`config.mk`:
```
export PLATFORM = sky130hd
export DESIGN_NAME = timing_wheel_scheduler_flat
export DESIGN_NICKNAME = d
export VERILOG_FILES = /design/src/rtl/tws_pkg.sv /design/src/rtl/tws_in_if.sv /design/src/rtl/tws_out_if.sv /design/src/rtl/tws_front.sv /design/src/rtl/tws_back.sv /design/src/rtl/timing_wheel_scheduler.sv /design/src/flat_wrapper.sv
export SDC_FILE = /design/constraint.sdc
export NUM_CORES = 2
export LEC_CHECK = 0
export BUFFER_PORTS_ARGS = -buffer_cell sky130_fd_sc_hd__buf_4
export CORE_MARGIN = 1.5
export CORE_UTILIZATION = 54
export CTS_BUF_LIST = sky130_fd_sc_hd__clkbuf_4 sky130_fd_sc_hd__clkbuf_8
export DETAILED_ROUTE_END_ITERATION = 6
export PLACE_DENSITY = 0.7
export SLEW_MARGIN = 5
export SYNTH_ARGS = -nofsm -noshare
export SYNTH_HDL_FRONTEND = slang
export SYNTH_SLANG_ARGS = --single-unit
```
`constraint.sdc`:
```
create_clock -name clk_i -period 11.3 [get_ports clk_i]
set_input_delay 1.695 -clock clk_i [delete_from_list [all_inputs] [get_ports clk_i]]
set_output_delay 1.695 -clock clk_i [all_outputs]
set_load 0.01 [all_outputs]
```
`src/rtl/tws_pkg.sv`:
```
// Shared sizes, codes and types of the timing wheel scheduler.
// Depends on nothing; every other file imports it.
package tws_pkg;

  localparam int NUM_TASKS   = 32;
  localparam int WHEEL_SLOTS = 64;
  localparam int TIME_BITS   = 32;

  localparam int TASK_W = 5;
  localparam int LINK_W = $clog2(NUM_TASKS + 1);
  localparam int OFF_W  = $clog2(WHEEL_SLOTS);
  localparam int SLOT_W = $clog2(WHEEL_SLOTS + 2);

  localparam logic [LINK_W-1:0] NONE_LINK  = LINK_W'(NUM_TASKS);
  localparam logic [SLOT_W-1:0] IMMED_SLOT = SLOT_W'(WHEEL_SLOTS);

  typedef enum logic [1:0] {
    KIND_ADD  = 2'd0,
    KIND_RUN  = 2'd1,
    KIND_NONE = 2'd2
  } kind_e;

  typedef enum logic [1:0] {
    ST_NEW   = 2'd0,
    ST_MOVED = 2'd1,
    ST_KEPT  = 2'd2
  } add_status_e;

  typedef enum logic [3:0] {
    S_IDLE, S_ADD, S_UNL, S_APR, S_APP, S_EXE, S_HD, S_WALK, S_FIN
  } state_e;

  typedef struct packed {
    logic                 is_exec;
    logic [TASK_W-1:0]    task_id;
    logic                 delay_nz;
    logic [TIME_BITS-1:0] due;
    logic [TIME_BITS-1:0] now;
  } req_t;

  typedef struct packed {
    logic valid;
    req_t req;
  } req_chan_t;

  function automatic logic [OFF_W-1:0] wrap_add(input logic [OFF_W-1:0] a,
                                                input logic [OFF_W-1:0] b);
    logic [OFF_W:0] s;
    s = {1'b0, a} + {1'b0, b};
    if (s >= (OFF_W+1)'(WHEEL_SLOTS)) begin
      s = s - (OFF_W+1)'(WHEEL_SLOTS);
    end
    return s[OFF_W-1:0];
  endfunction

  function automatic logic [OFF_W-1:0] clamp_diff(input logic [TIME_BITS-1:0] d);
    if (d > TIME_BITS'(WHEEL_SLOTS - 1)) begin
      return OFF_W'(WHEEL_SLOTS - 1);
    end
    return d[OFF_W-1:0];
  endfunction

endpackage

```
`src/rtl/tws_in_if.sv`:
```
// Input channel of the scheduler: valid, ready and one request word.
// Depends on tws_pkg.
interface tws_in_if import tws_pkg::*; ();
  logic                 valid;
  logic                 ready;
  logic                 req_type;
  logic [TASK_W-1:0]    task_id;
  logic [TIME_BITS-1:0] delay_units;
  logic [TIME_BITS-1:0] now_time;

  modport source (output valid, req_type, task_id, delay_units, now_time, input ready);
  modport sink   (input valid, req_type, task_id, delay_units, now_time, output ready);
endinterface

```
`src/rtl/tws_out_if.sv`:
```
// Output channel of the scheduler: valid, ready and one result word.
// Depends on tws_pkg.
interface tws_out_if import tws_pkg::*; ();
  logic              valid;
  logic              ready;
  logic [1:0]        result_kind;
  logic [TASK_W-1:0] out_task_id;
  logic [1:0]        add_status;
  logic              last;

  modport source (output valid, result_kind, out_task_id, add_status, last, input ready);
  modport sink   (input valid, result_kind, out_task_id, add_status, last, output ready);
endinterface

```
`src/rtl/tws_front.sv`:
```
// Front end: accepts request words, computes the due time and queues them.
// Depends on tws_pkg and tws_in_if; feeds tws_back.
module tws_front import tws_pkg::*; (
  input  logic           clk_i,
  input  logic           rst_ni,
  tws_in_if.sink         in_i,
  output req_chan_t      q_o,
  input  logic           pop_i
);

  req_t       fifo_q [2];
  logic [1:0] cnt_q, cnt_d;
  logic       wp_q, rp_q;
  logic       push;
  req_t       entry;

  assign in_i.ready = (cnt_q != 2'd2);
  assign push       = in_i.valid && in_i.ready;

  always_comb begin
    entry.is_exec  = in_i.req_type;
    entry.task_id  = in_i.task_id;
    entry.delay_nz = (in_i.delay_units != '0);
    entry.due      = in_i.now_time + in_i.delay_units;
    entry.now      = in_i.now_time;
    cnt_d = cnt_q + {1'b0, push} - {1'b0, pop_i};
  end

  assign q_o = '{valid: (cnt_q != 2'd0), req: fifo_q[rp_q]};

  always_ff @(posedge clk_i or negedge rst_ni) begin
    if (!rst_ni) begin
      cnt_q <= '0;
      wp_q  <= 1'b0;
      rp_q  <= 1'b0;
    end else begin
      cnt_q <= cnt_d;
      if (push) begin
        wp_q <= ~wp_q;
      end
      if (pop_i) begin
        rp_q <= ~rp_q;
      end
    end
  end

  always_ff @(posedge clk_i) begin
    if (push) begin
      fifo_q[wp_q] <= entry;
    end
  end

endmodule

```
`src/rtl/tws_back.sv`:
```
// Back end: keeps the task lists and slot memory, runs adds and drains.
// Depends on tws_pkg and tws_out_if; fed by tws_front.
module tws_back import tws_pkg::*; (
  input  logic       clk_i,
  input  logic       rst_ni,
  input  req_chan_t  q_i,
  output logic       pop_o,
  tws_out_if.source  out_o
);

  typedef struct packed {
    logic [LINK_W-1:0] head;
    logic [LINK_W-1:0] tail;
  } slot_t;

  state_e st_q, st_d;
  req_t   cur_q;

  logic                 reg_q   [NUM_TASKS];
  logic [TIME_BITS-1:0] due_q   [NUM_TASKS];
  logic [SLOT_W-1:0]    sidx_q  [NUM_TASKS];
  logic [LINK_W-1:0]    nxt_q   [NUM_TASKS];
  logic [LINK_W-1:0]    prv_q   [NUM_TASKS];

  slot_t             smem [WHEEL_SLOTS+1];
  logic              svld_q [WHEEL_SLOTS+1];
  slot_t             rd_q;
  logic              rd_vld_q;
  logic              rd_en;
  logic [SLOT_W-1:0] rd_addr;
  logic              wr_en;
  logic [SLOT_W-1:0] wr_addr;
  slot_t             wr_data;

  logic [TIME_BITS-1:0] last_time_q;
  logic [OFF_W-1:0]     last_off_q, end_off_q;
  logic [SLOT_W-1:0]    snew_q, slot_q;
  logic [SLOT_W-1:0]    rem_q;
  logic [LINK_W-1:0]    t_q;
  logic                 held_q;
  logic [TASK_W-1:0]    held_id_q;

  logic              out_vld_q;
  logic [1:0]        out_kind_q, out_st_q;
  logic [TASK_W-1:0] out_id_q;
  logic              out_last_q;

  logic              out_free;
  logic              out_set;
  logic [TASK_W-1:0] id;
  logic              id_ok, keep;
  logic [OFF_W-1:0]  el, snew_off;
  slot_t             cur_slot, unl_slot;
  logic [LINK_W-1:0] up, un, tl;
  logic [TASK_W-1:0] t_idx;
  logic              t_live;
  logic [SLOT_W-1:0] next_slot;

  assign out_free = !out_vld_q || out_o.ready;
  assign id       = cur_q.task_id;
  assign id_ok    = ({1'b0, id} < (TASK_W+1)'(NUM_TASKS));
  assign keep     = !id_ok || (reg_q[id] && (due_q[id] < cur_q.due));
  assign el       = clamp_diff(cur_q.now - last_time_q);
  assign snew_off = wrap_add(last_off_q, clamp_diff(cur_q.due - last_time_q));
  assign cur_slot = rd_vld_q ? rd_q : slot_t'({NONE_LINK, NONE_LINK});
  assign up       = prv_q[id];
  assign un       = nxt_q[id];
  assign tl       = cur_slot.tail;
  assign t_idx    = t_q[TASK_W-1:0];
  assign t_live   = (t_q < NONE_LINK);
  assign next_slot = (slot_q == IMMED_SLOT) ? SLOT_W'(last_off_q) :
                     SLOT_W'(wrap_add(slot_q[OFF_W-1:0], OFF_W'(1)));

  always_comb begin
    unl_slot = cur_slot;
    if (!(up < NONE_LINK)) begin
      unl_slot.head = un;
    end
    if (!(un < NONE_LINK)) begin
      unl_slot.tail = up;
    end
  end

  always_comb begin
    st_d    = st_q;
    pop_o   = 1'b0;
    rd_en   = 1'b0;
    rd_addr = IMMED_SLOT;
    wr_en   = 1'b0;
    wr_addr = snew_q;
    wr_data = unl_slot;
    out_set = 1'b0;
    case (st_q)
      S_IDLE: begin
        if (q_i.valid) begin
          pop_o = 1'b1;
          st_d  = q_i.req.is_exec ? S_EXE : S_ADD;
        end
      end
      S_ADD: begin
        if (keep) begin
          if (out_free) begin
            out_set = 1'b1;
            st_d    = S_IDLE;
          end
        end else if (reg_q[id]) begin
          rd_en   = 1'b1;
          rd_addr = sidx_q[id];
          st_d    = S_UNL;
        end else begin
          st_d = S_APR;
        end
      end
      S_UNL: begin
        wr_en   = 1'b1;
        wr_addr = sidx_q[id];
        st_d    = S_APR;
      end
      S_APR: begin
        rd_en   = 1'b1;
        rd_addr = snew_q;
        st_d    = S_APP;
      end
      S_APP: begin
        if (out_free) begin
          wr_en        = 1'b1;
          wr_data.head = (tl < NONE_LINK) ? cur_slot.head : LINK_W'(id);
          wr_data.tail = LINK_W'(id);
          out_set      = 1'b1;
          st_d         = S_IDLE;
        end
      end
      S_EXE: begin
        rd_en = 1'b1;
        st_d  = S_HD;
      end
      S_HD: begin
        st_d = S_WALK;
      end
      S_WALK: begin
        if (!t_live) begin
          if (rem_q != '0) begin
            rd_en   = 1'b1;
            rd_addr = next_slot;
            st_d    = S_HD;
          end else begin
            st_d = S_FIN;
          end
        end else if (held_q && out_free) begin
          out_set = 1'b1;
        end
      end
      S_FIN: begin
        if (out_free) begin
          out_set = 1'b1;
          st_d    = S_IDLE;
        end
      end
      default: st_d = S_IDLE;
    endcase
  end

  always_ff @(posedge clk_i or negedge rst_ni) begin
    if (!rst_ni) begin
      st_q        <= S_IDLE;
      out_vld_q   <= 1'b0;
      held_q      <= 1'b0;
      last_time_q <= '0;
      last_off_q  <= '0;
      for (int i = 0; i < NUM_TASKS; i++) begin
        reg_q[i] <= 1'b0;
      end
      for (int i = 0; i <= WHEEL_SLOTS; i++) begin
        svld_q[i] <= 1'b0;
      end
    end else begin
      st_q      <= st_d;
      out_vld_q <= out_set || (out_vld_q && !out_o.ready);
      if (wr_en) begin
        svld_q[wr_addr] <= 1'b1;
      end
      case (st_q)
        S_APP: begin
          if (out_free) begin
            reg_q[id] <= 1'b1;
          end
        end
        S_HD: begin
          svld_q[slot_q] <= 1'b0;
        end
        S_WALK: begin
          if (t_live && (!held_q || out_free)) begin
            reg_q[t_idx] <= 1'b0;
            held_q       <= 1'b1;
          end
        end
        S_FIN: begin
          if (out_free) begin
            held_q      <= 1'b0;
            last_time_q <= cur_q.now;
            last_off_q  <= end_off_q;
          end
        end
        default: ;
      endcase
    end
  end

  always_ff @(posedge clk_i) begin
    if (rd_en) begin
      rd_q     <= smem[rd_addr];
      rd_vld_q <= svld_q[rd_addr];
    end
    if (wr_en) begin
      smem[wr_addr] <= wr_data;
    end
    case (st_q)
      S_IDLE: begin
        cur_q <= q_i.req;
      end
      S_ADD: begin
        snew_q <= cur_q.delay_nz ? SLOT_W'(snew_off) : IMMED_SLOT;
        if (keep && out_free) begin
          out_kind_q <= KIND_ADD;
          out_id_q   <= id;
          out_st_q   <= ST_KEPT;
          out_last_q <= 1'b1;
        end
      end
      S_UNL: begin
        if (up < NONE_LINK) begin
          nxt_q[up[TASK_W-1:0]] <= un;
        end
        if (un < NONE_LINK) begin
          prv_q[un[TASK_W-1:0]] <= up;
        end
      end
      S_APP: begin
        if (out_free) begin
          due_q[id]  <= cur_q.due;
          sidx_q[id] <= snew_q;
          nxt_q[id]  <= NONE_LINK;
          prv_q[id]  <= tl;
          if (tl < NONE_LINK) begin
            nxt_q[tl[TASK_W-1:0]] <= LINK_W'(id);
          end
          out_kind_q <= KIND_ADD;
          out_id_q   <= id;
          out_st_q   <= reg_q[id] ? ST_MOVED : ST_NEW;
          out_last_q <= 1'b1;
        end
      end
      S_EXE: begin
        slot_q    <= IMMED_SLOT;
        rem_q     <= SLOT_W'(el) + SLOT_W'(1);
        end_off_q <= wrap_add(last_off_q, el);
      end
      S_HD: begin
        t_q <= cur_slot.head;
      end
      S_WALK: begin
        if (t_live) begin
          if (!held_q || out_free) begin
            held_id_q <= t_idx;
            t_q       <= nxt_q[t_idx];
            if (held_q) begin
              out_kind_q <= KIND_RUN;
              out_id_q   <= held_id_q;
              out_st_q   <= ST_NEW;
              out_last_q <= 1'b0;
            end
          end
        end else if (rem_q != '0) begin
          slot_q <= next_slot;
          rem_q  <= rem_q - SLOT_W'(1);
        end
      end
      S_FIN: begin
        if (out_free) begin
          out_kind_q <= held_q ? KIND_RUN : KIND_NONE;
          out_id_q   <= held_q ? held_id_q : '0;
          out_st_q   <= ST_NEW;
          out_last_q <= 1'b1;
        end
      end
      default: ;
    endcase
  end

  assign out_o.valid       = out_vld_q;
  assign out_o.result_kind = out_kind_q;
  assign out_o.out_task_id = out_id_q;
  assign out_o.add_status  = out_st_q;
  assign out_o.last        = out_last_q;

endmodule

```
`src/rtl/timing_wheel_scheduler.sv`:
```
// Top level of the timing wheel scheduler: front end, request queue, back end.
// Depends on tws_pkg, tws_in_if, tws_out_if, tws_front and tws_back.
//
//   channel  direction  word
//   in_i     sink       req_type, task_id, delay_units, now_time
//   out_o    source     result_kind, out_task_id, add_status, last
//
// A kept add does not touch the slot memory; a new add reads and writes its
// new slot, and a moved add first unlinks the task from its old slot. Slot
// reads are registered. An exec drains the immediate list and each due slot.
// Reset clears all lists at once through per-slot valid bits; no sweep.
// A stalled output holds the back end; the two-word queue accepts until full.
module timing_wheel_scheduler import tws_pkg::*; (
  input  logic      clk_i,
  input  logic      rst_ni,
  tws_in_if.sink    in_i,
  tws_out_if.source out_o
);

  req_chan_t q;
  logic      pop;

  tws_front u_front (
    .clk_i  (clk_i),
    .rst_ni (rst_ni),
    .in_i   (in_i),
    .q_o    (q),
    .pop_i  (pop)
  );

  tws_back u_back (
    .clk_i  (clk_i),
    .rst_ni (rst_ni),
    .q_i    (q),
    .pop_o  (pop),
    .out_o  (out_o)
  );

  a_add_last: assert property (@(posedge clk_i) disable iff (!rst_ni)
    out_o.valid && out_o.result_kind == KIND_ADD |-> out_o.last)
    else $error("add result without last");

  a_none_clean: assert property (@(posedge clk_i) disable iff (!rst_ni)
    out_o.valid && out_o.result_kind == KIND_NONE |->
      out_o.last && out_o.out_task_id == '0 && out_o.add_status == ST_NEW)
    else $error("empty exec result malformed");

  a_run_status: assert property (@(posedge clk_i) disable iff (!rst_ni)
    out_o.valid && out_o.result_kind == KIND_RUN |-> out_o.add_status == ST_NEW)
    else $error("run result carries add status");

  a_pop_valid: assert property (@(posedge clk_i) disable iff (!rst_ni)
    pop |-> q.valid)
    else $error("queue popped while empty");

endmodule
```
`src/flat_wrapper.sv`:
```
// flat-port wrapper written by rule: the top's interface ports become plain ports
module timing_wheel_scheduler_flat import tws_pkg::*;
  (clk_i, rst_ni, in_i_valid, in_i_req_type, in_i_task_id, in_i_delay_units, in_i_now_time, in_i_ready, out_o_valid, out_o_result_kind, out_o_out_task_id, out_o_add_status, out_o_last, out_o_ready);
  tws_in_if in_i_i ();
  tws_out_if out_o_i ();
  input  logic clk_i;
  input  logic rst_ni;
  input wire logic [$bits(in_i_i.valid)-1:0] in_i_valid;
  input wire logic [$bits(in_i_i.req_type)-1:0] in_i_req_type;
  input wire logic [$bits(in_i_i.task_id)-1:0] in_i_task_id;
  input wire logic [$bits(in_i_i.delay_units)-1:0] in_i_delay_units;
  input wire logic [$bits(in_i_i.now_time)-1:0] in_i_now_time;
  output wire logic [$bits(in_i_i.ready)-1:0] in_i_ready;
  output wire logic [$bits(out_o_i.valid)-1:0] out_o_valid;
  output wire logic [$bits(out_o_i.result_kind)-1:0] out_o_result_kind;
  output wire logic [$bits(out_o_i.out_task_id)-1:0] out_o_out_task_id;
  output wire logic [$bits(out_o_i.add_status)-1:0] out_o_add_status;
  output wire logic [$bits(out_o_i.last)-1:0] out_o_last;
  input wire logic [$bits(out_o_i.ready)-1:0] out_o_ready;
  assign in_i_i.valid = in_i_valid;
  assign in_i_i.req_type = in_i_req_type;
  assign in_i_i.task_id = in_i_task_id;
  assign in_i_i.delay_units = in_i_delay_units;
  assign in_i_i.now_time = in_i_now_time;
  assign in_i_ready = in_i_i.ready;
  assign out_o_valid = out_o_i.valid;
  assign out_o_result_kind = out_o_i.result_kind;
  assign out_o_out_task_id = out_o_i.out_task_id;
  assign out_o_add_status = out_o_i.add_status;
  assign out_o_last = out_o_i.last;
  assign out_o_i.ready = out_o_ready;
  timing_wheel_scheduler u_core (.clk_i(clk_i), .rst_ni(rst_ni), .in_i(in_i_i), .out_o(out_o_i));
endmodule
```
== After elaboration in Yosys (flattened, before gate mapping) ==
Memories as Yosys holds them, arrays and structs flattened. A register that Yosys moved wholly into a read port is not among the register bits.
Index checks and enable logic that the tools add are counted.

* $add $sub $neg: 13
* Magnitude comparators: 19
* Eq/ne operators: 21
* Mux-type cells: 131
* Bitwise gates (word level): 13
* Reduce and logical (&&, ||, !) cells: 39

{| class="wikitable"
|+ Operators with widths
! kind !! number
|-
| 65-bit 2-to-1 mux || 2
|-
| 6-bit 2-to-1 mux || 15
|-
| 5-bit 2-to-1 mux || 14
|-
| 7-bit 2-to-1 mux || 10
|-
| 65-bit AND || 1
|-
| 65-bit NOT || 1
|-
| 65-bit bitwise OR || 1
|-
| 32-bit by 6-bit > comparator with 1-bit output, second input constant || 2
|-
| 32-bit 2-to-1 mux || 2
|-
| 32-bit case mux with 2 select lines || 1
|-
| 32-bit subtractor || 2
|-
| 1-bit 2-to-1 mux || 47
|-
| 12-bit 2-to-1 mux || 3
|-
| 32-bit adder || 1
|-
| 32-bit AND || 1
|-
| 32-bit < comparator || 1
|-
| 32-bit NOT || 1
|-
| 32-bit bitwise OR || 1
|-
| 4-bit case mux with 8 select lines || 1
|-
| 32-bit nonzero test || 1
|-
| 7-bit case mux with 2 select lines || 2
|-
| 8-bit >= comparator, second input constant || 3
|-
| 6-bit < comparator, second input constant || 4
|-
| 2-bit 2-to-1 mux || 12
|-
| 46 further kinds || 107
|}

* Register bits: 264
* Bits in writable memories: 2554
* Output and inout bits: 12
* Word-level logic and storage cells: 363
* Memories: 6

{| class="wikitable"
|+ Memories
! memory !! depth !! bits a word !! rd ports !! clocked after Yosys merged registers in !! write ports !! RTL line !! RTL
|-
| u_core.u_back.due_q || 32 || 32 || 1 || 1 || 1 || tws_back.sv:20 || <nowiki>logic [TIME_BITS-1:0] due_q [NUM_TASKS];</nowiki>
|-
| u_core.u_back.smem || 65 || 12 || 1 || 1 || 1 || tws_back.sv:25 || <nowiki>slot_t smem [WHEEL_SLOTS+1];</nowiki>
|-
| u_core.u_back.sidx_q || 32 || 7 || 1 || 1 || 1 || tws_back.sv:21 || <nowiki>logic [SLOT_W-1:0] sidx_q [NUM_TASKS];</nowiki>
|-
| u_core.u_back.nxt_q || 32 || 6 || 2 || 2 || 2 || tws_back.sv:22 || <nowiki>logic [LINK_W-1:0] nxt_q [NUM_TASKS];</nowiki>
|-
| u_core.u_back.prv_q || 32 || 6 || 1 || 1 || 1 || tws_back.sv:23 || <nowiki>logic [LINK_W-1:0] prv_q [NUM_TASKS];</nowiki>
|-
| u_core.u_front.fifo_q || 2 || 71 || 1 || 0 || 1 || tws_front.sv:11 || <nowiki>req_t fifo_q [2];</nowiki>
|}

== Depth between registers and ports, before layout ==
* Depth after elaboration: 11
* Gate-level depth with buffers: 30
* Gate-level depth less buffers: 24

== By module ==
Synthesis repeated with hierarchy kept, for this count alone.

* Cell total of the unflattened synthesis: 7529
* Area, all modules: 120967.3 um^2

{| class="wikitable"
|+ By module, submodules not included
! module !! instances !! cells each !! area an instance (um^2) !! sequential area each (um^2)
|-
| tws_back || 1 || 7071 || 114081.9 || 79771.5
|-
| tws_front || 1 || 458 || 6885.4 || 4364.2
|}

== Least setup slack after synthesis ==
OpenSTA, ideal clock, no wires.

* Path type: input port to flip-flop
* From: input out_o_ready
* To: memory u_core.u_back.smem[0][1] (netlist name) (data pin)
* Setup time: 1.021 ns
* Data arrival time: 7.390 ns
* Data required time: 10.279 ns
* Slack: 2.889 ns
* Cell stages on the path: 8
* Buffers on the path: 5
* Cell sequence: nor2b_1 -> clkbuf_1 -> nor2_1 -> clkbuf_1 -> clkbuf_1 -> clkbuf_1 -> clkbuf_1 -> o311ai_0

{| class="wikitable"
|+ RTL lines
! item !! RTL line !! RTL
|-
| start: declaration || flat_wrapper.sv:19 || <nowiki>input wire logic [$bits(out_o_i.ready)-1:0] out_o_ready;</nowiki>
|-
| end: declaration || tws_back.sv:25 ||
|}

==> out/metrics.csv <==
stage,metric,value,unit
status,run status,"finished, final reports clean",
worst_setup_path,startpoint types,flop,
routing,Post-Route WL,327000,µm
final_layout,Reg area,84200,µm²
pwr,switching part of the total power,33.5,%
global_routing,vias in the first global route,71514,
routing,drt via density,6.45,
worst_setup_path,critical path class,reg2reg,
timing,setup ws final,2540,ps
job,total of max-cap violations,0,
worst_setup_path,crit end category,flop,
synth,Async SR Flop Fraction,5.11,%
pwr,Final Power,31.2,mW
synth,mapped cell area,121000,µm²
cts,hold-fix buffers at CTS,0,
timing,highest clock rate,114,MHz
synth,sequential area share after synthesis,69.5,%
timing,RSZ-0062 raised after global routing,false,
synth,xor and xnor area share after synthesis,0.470,%
routing,drt first pass iters,6,
synth,synthesized-area fraction occupied by adder cells,1.54,%
pwr,Clock Power Share,27.5,%
synth,post-synthesis net count,7753,
final_layout,Syn-to-layout area delta,11.1,%
routing,Post-DRT Antenna Nets,0,
routing,vias post-DR,72249,
routing,wire length on met3,36500,µm
global_routing,gr usage total,28.5,%
routing,DR iter-0 viols,10240,
final_layout,fill count,16463,
timing,minimum clock period,8760,ps
pwr,Combinational Power Share,28.0,%
timing,Clock Skew,93.6,ps
cts,clock buffer count from CTS,442,
floorplan,die area,227000,µm²
worst_setup_path,crit path DAT,9740,ps
synth,gate count of the mapped netlist,7533,
pwr,Reg power frac,44.6,%
routing,highest metal used,met4,
global_routing,total gr overflow,0,
pwr,Cell Pwr Density,232,nW/µm²
worst_setup_path,crit path max fanout,80,
cts,CTS root buffer,clkbuf_8,
synth,largest family of logic cells by synthesized area,multiplexers,
floorplan,IO Pins,86,
routing,Remaining DRCs,0,
cts,postcts setup bufs,0,
floorplan,Core ar.,223000,µm²
timing,slew at the pin closest to its max-slew limit,1330,ps
synth,Post-synth EDFFs,2653,
place,placed cell count,10404,
min_path,Hold Crit Class,reg2reg,
routing,post-route met1 wirelength,123000,µm
place,GPL Wtd Cong,0.930,
cts,CTS Buffer Depth,4,
worst_setup_path,critical path required time,12280,ps
min_path,hold path start,u_core.u_back.end_off_q[2],
cts,CTS tree,built,
floorplan,Die W,476,µm
timing,final hold vios,0,
floorplan,starting density of the core,54.4,%
timing,Setup-failing EPs final,0,
timing,Post-Route Setup TNS,0,ps
floorplan,die height,476,µm
pwr,VDD IR max,0.229,mV
final_layout,"commonest non-fill, non-tap cell in the layout",edfxtp_1,
place,Post-DP HPWL,191000,µm
cts,maximum level of the CTS H-tree,5,
synth,Synth Register Bits,2840,
synth,Synth top area share,65.8,%
global_routing,initial antenna violation count,10,
synth,Post-synth top flop,edfxtp_1,
floorplan,FP Rows,173,
final_layout,layout cells sized above 1,23.0,%
routing,WL met2,154000,µm
final_layout,nets@finish,8093,
pwr,leak pwr,45.1,nW
synth,post-synthesis mux area share,13.3,%
place,IO Port Bufs,85,
cts,CTS sink count,2840,
timing,final worst path period share,77.5,%
global_routing,largest net degree at the start of global routing,161,
synth,"Avg Cell Area, Syn",16.1,µm²
cts,cts repair resizes,0,
final_layout,most frequent cells in the layout,"edfxtp_1, nand2_1, mux4_2",
final_layout,Non-Filler Instances,11196,
pwr,Net Switching,10.5,mW
global_routing,first-pass GRT wire length,476000,µm
final_layout,area of the multi-input gates,34900,µm²
routing,drt wl/cell,29.2,µm
synth,Unique masters post-synth,99,
cts,Clock Latency Late Sink,1150,ps
pwr,Int Power,20.7,mW
timing,slew margin rel.,11.3,%
synth,Synth Area in Simple Gates,7.80,%
timing,final slew viol count,0,
synth,"area leader, netlist",edfxtp_1,
synth,Compound-Gate Fraction of Synth Area,5.32,%
synth,yosys warns,0,
cts,clock-pin slew on the worst setup and hold paths,60,ps
place,DP Worst Slack,2720,ps
synth,ranking of synthesized cells by area,"edfxtp_1, mux4_2, dfrtp_1",
==> state kept, by name, summed over array words and instances (netlist names), 7 cells and up, named ones only <==
| name | flops |
|---|---|
| u_core.u_back.due_q | 1024 |
| u_core.u_back.smem | 780 |
| u_core.u_back.sidx_q | 224 |
| u_core.u_back.nxt_q | 192 |
| u_core.u_back.prv_q | 192 |
| u_core.u_front.fifo_q | 142 |
| u_core.u_back.cur_q | 65 |
| u_core.u_back.svld_q | 65 |
| u_core.u_back.last_time_q | 32 |
| u_core.u_back.reg_q | 32 |
| u_core.u_back.rd_q | 12 |
| u_core.u_back.rem_q | 7 |
| u_core.u_back.slot_q | 7 |
| u_core.u_back.snew_q | 7 |
==> worst max-delay path, stage by stage, from the launching register on <==
cell and delay, ps:
dfxtp_4 690, buf_12 540, mux4_2 600, mux4_2 490
mux2_2 300, ha_1 300, nand4_1 110, nor2_1 290
o2111ai_1 300, nor4_1 540, nor4_2 120, o21a_1 520
o31ai_4 1090, buf_12 380, nand2_1 630, o22ai_1 390
nor3_1 80, o311ai_0 740, o221a_2 320
==> final timing paths <==
path                                            endpoint  slack, ps  depth (start not counted)
max reg2reg                        u_core.u_back.rd_q[9]       2540                         18
max in group asynchronous            u_core.u_front.rp_q       9140                          2
max                                u_core.u_back.rd_q[9]       2540                         18
min                          u_core.u_back.last_off_q[2]        450                          1
min reg2reg                  u_core.u_back.last_off_q[2]        450                          1
min in group asynchronous  u_core.u_back.last_time_q[18]        720                          1
==> layer usage <==
| metal | global-route usage [%] | vias to the layer above |
|---|---|---|
| li1 | - | 30276 |
| met1 | 39.2 | 36584 |
| met2 | 44.8 | 4596 |
| met3 | 6.03 | 793 |
| met5 | 0 | - |
| met4 | 11.5 | 0 |
==> synthesized netlist by cell type, types with 37 or more instances <==
master    instances
a21oi_1         219
a22o_1           96
a31oi_1          80
and3_1           56
buf_1            82
buf_2            77
clkbuf_1        180
dfrtp_1         145
dfxtp_1          42
edfxtp_1       2653
ha_1            141
inv_1           144
mux2_2          157
mux2i_1         154
mux4_2          558
nand2_1         940
nand3_1         329
nor2_1          447
nor3_1           61
o21ai_0         194
o22a_1           37
o22ai_1          39
xnor2_1          43
==> logic make-up after synthesis <==
group | after synthesis
AO/OA/AOI/OAI | 955
XOR/XNOR | 65
adder cells (fa/ha/maj) | 146
buffers and inverters | 549
flip-flops | 2840
multiplexers | 877
AND/OR/NAND/NOR | 2101
==> power groups by stage <==
stage               combinational [mW]  clock [mW]  sequential, mW
finish                            8.73        8.57            13.9
global route                      9.19        9.11            13.9
CTS                               8.59        8.66            13.9
detailed placement                8.56           0            14.1
global placement                  8.38           0            14.1
floorplan                         5.55           0            13.9
==> through the flow <==
stage | utilization (%) | area (µm²) | hold slack [ps]
2_1_floorplan | - | 121000 | 424
3_3_place_gp | 56.5 | 126000 | 458
3_5_place_dp | 56.5 | 126000 | 466
4_1_cts | 60.4 | 134000 | 468
5_1_grt | 60.4 | 134000 | 495
6_report | 60.4 | 134000 | 453
==> area by class of cell <==
class	count	area share, %
timing repair buffer	296	1.75
inverter	149	0.422
antenna	6	0.0112
multi-input combinational	4144	26.0
tap	2975	2.77
clock buffer	624	5.64
sequential	2840	62.6
clock inverter	162	0.822
(Power assumes the default switching activity.)
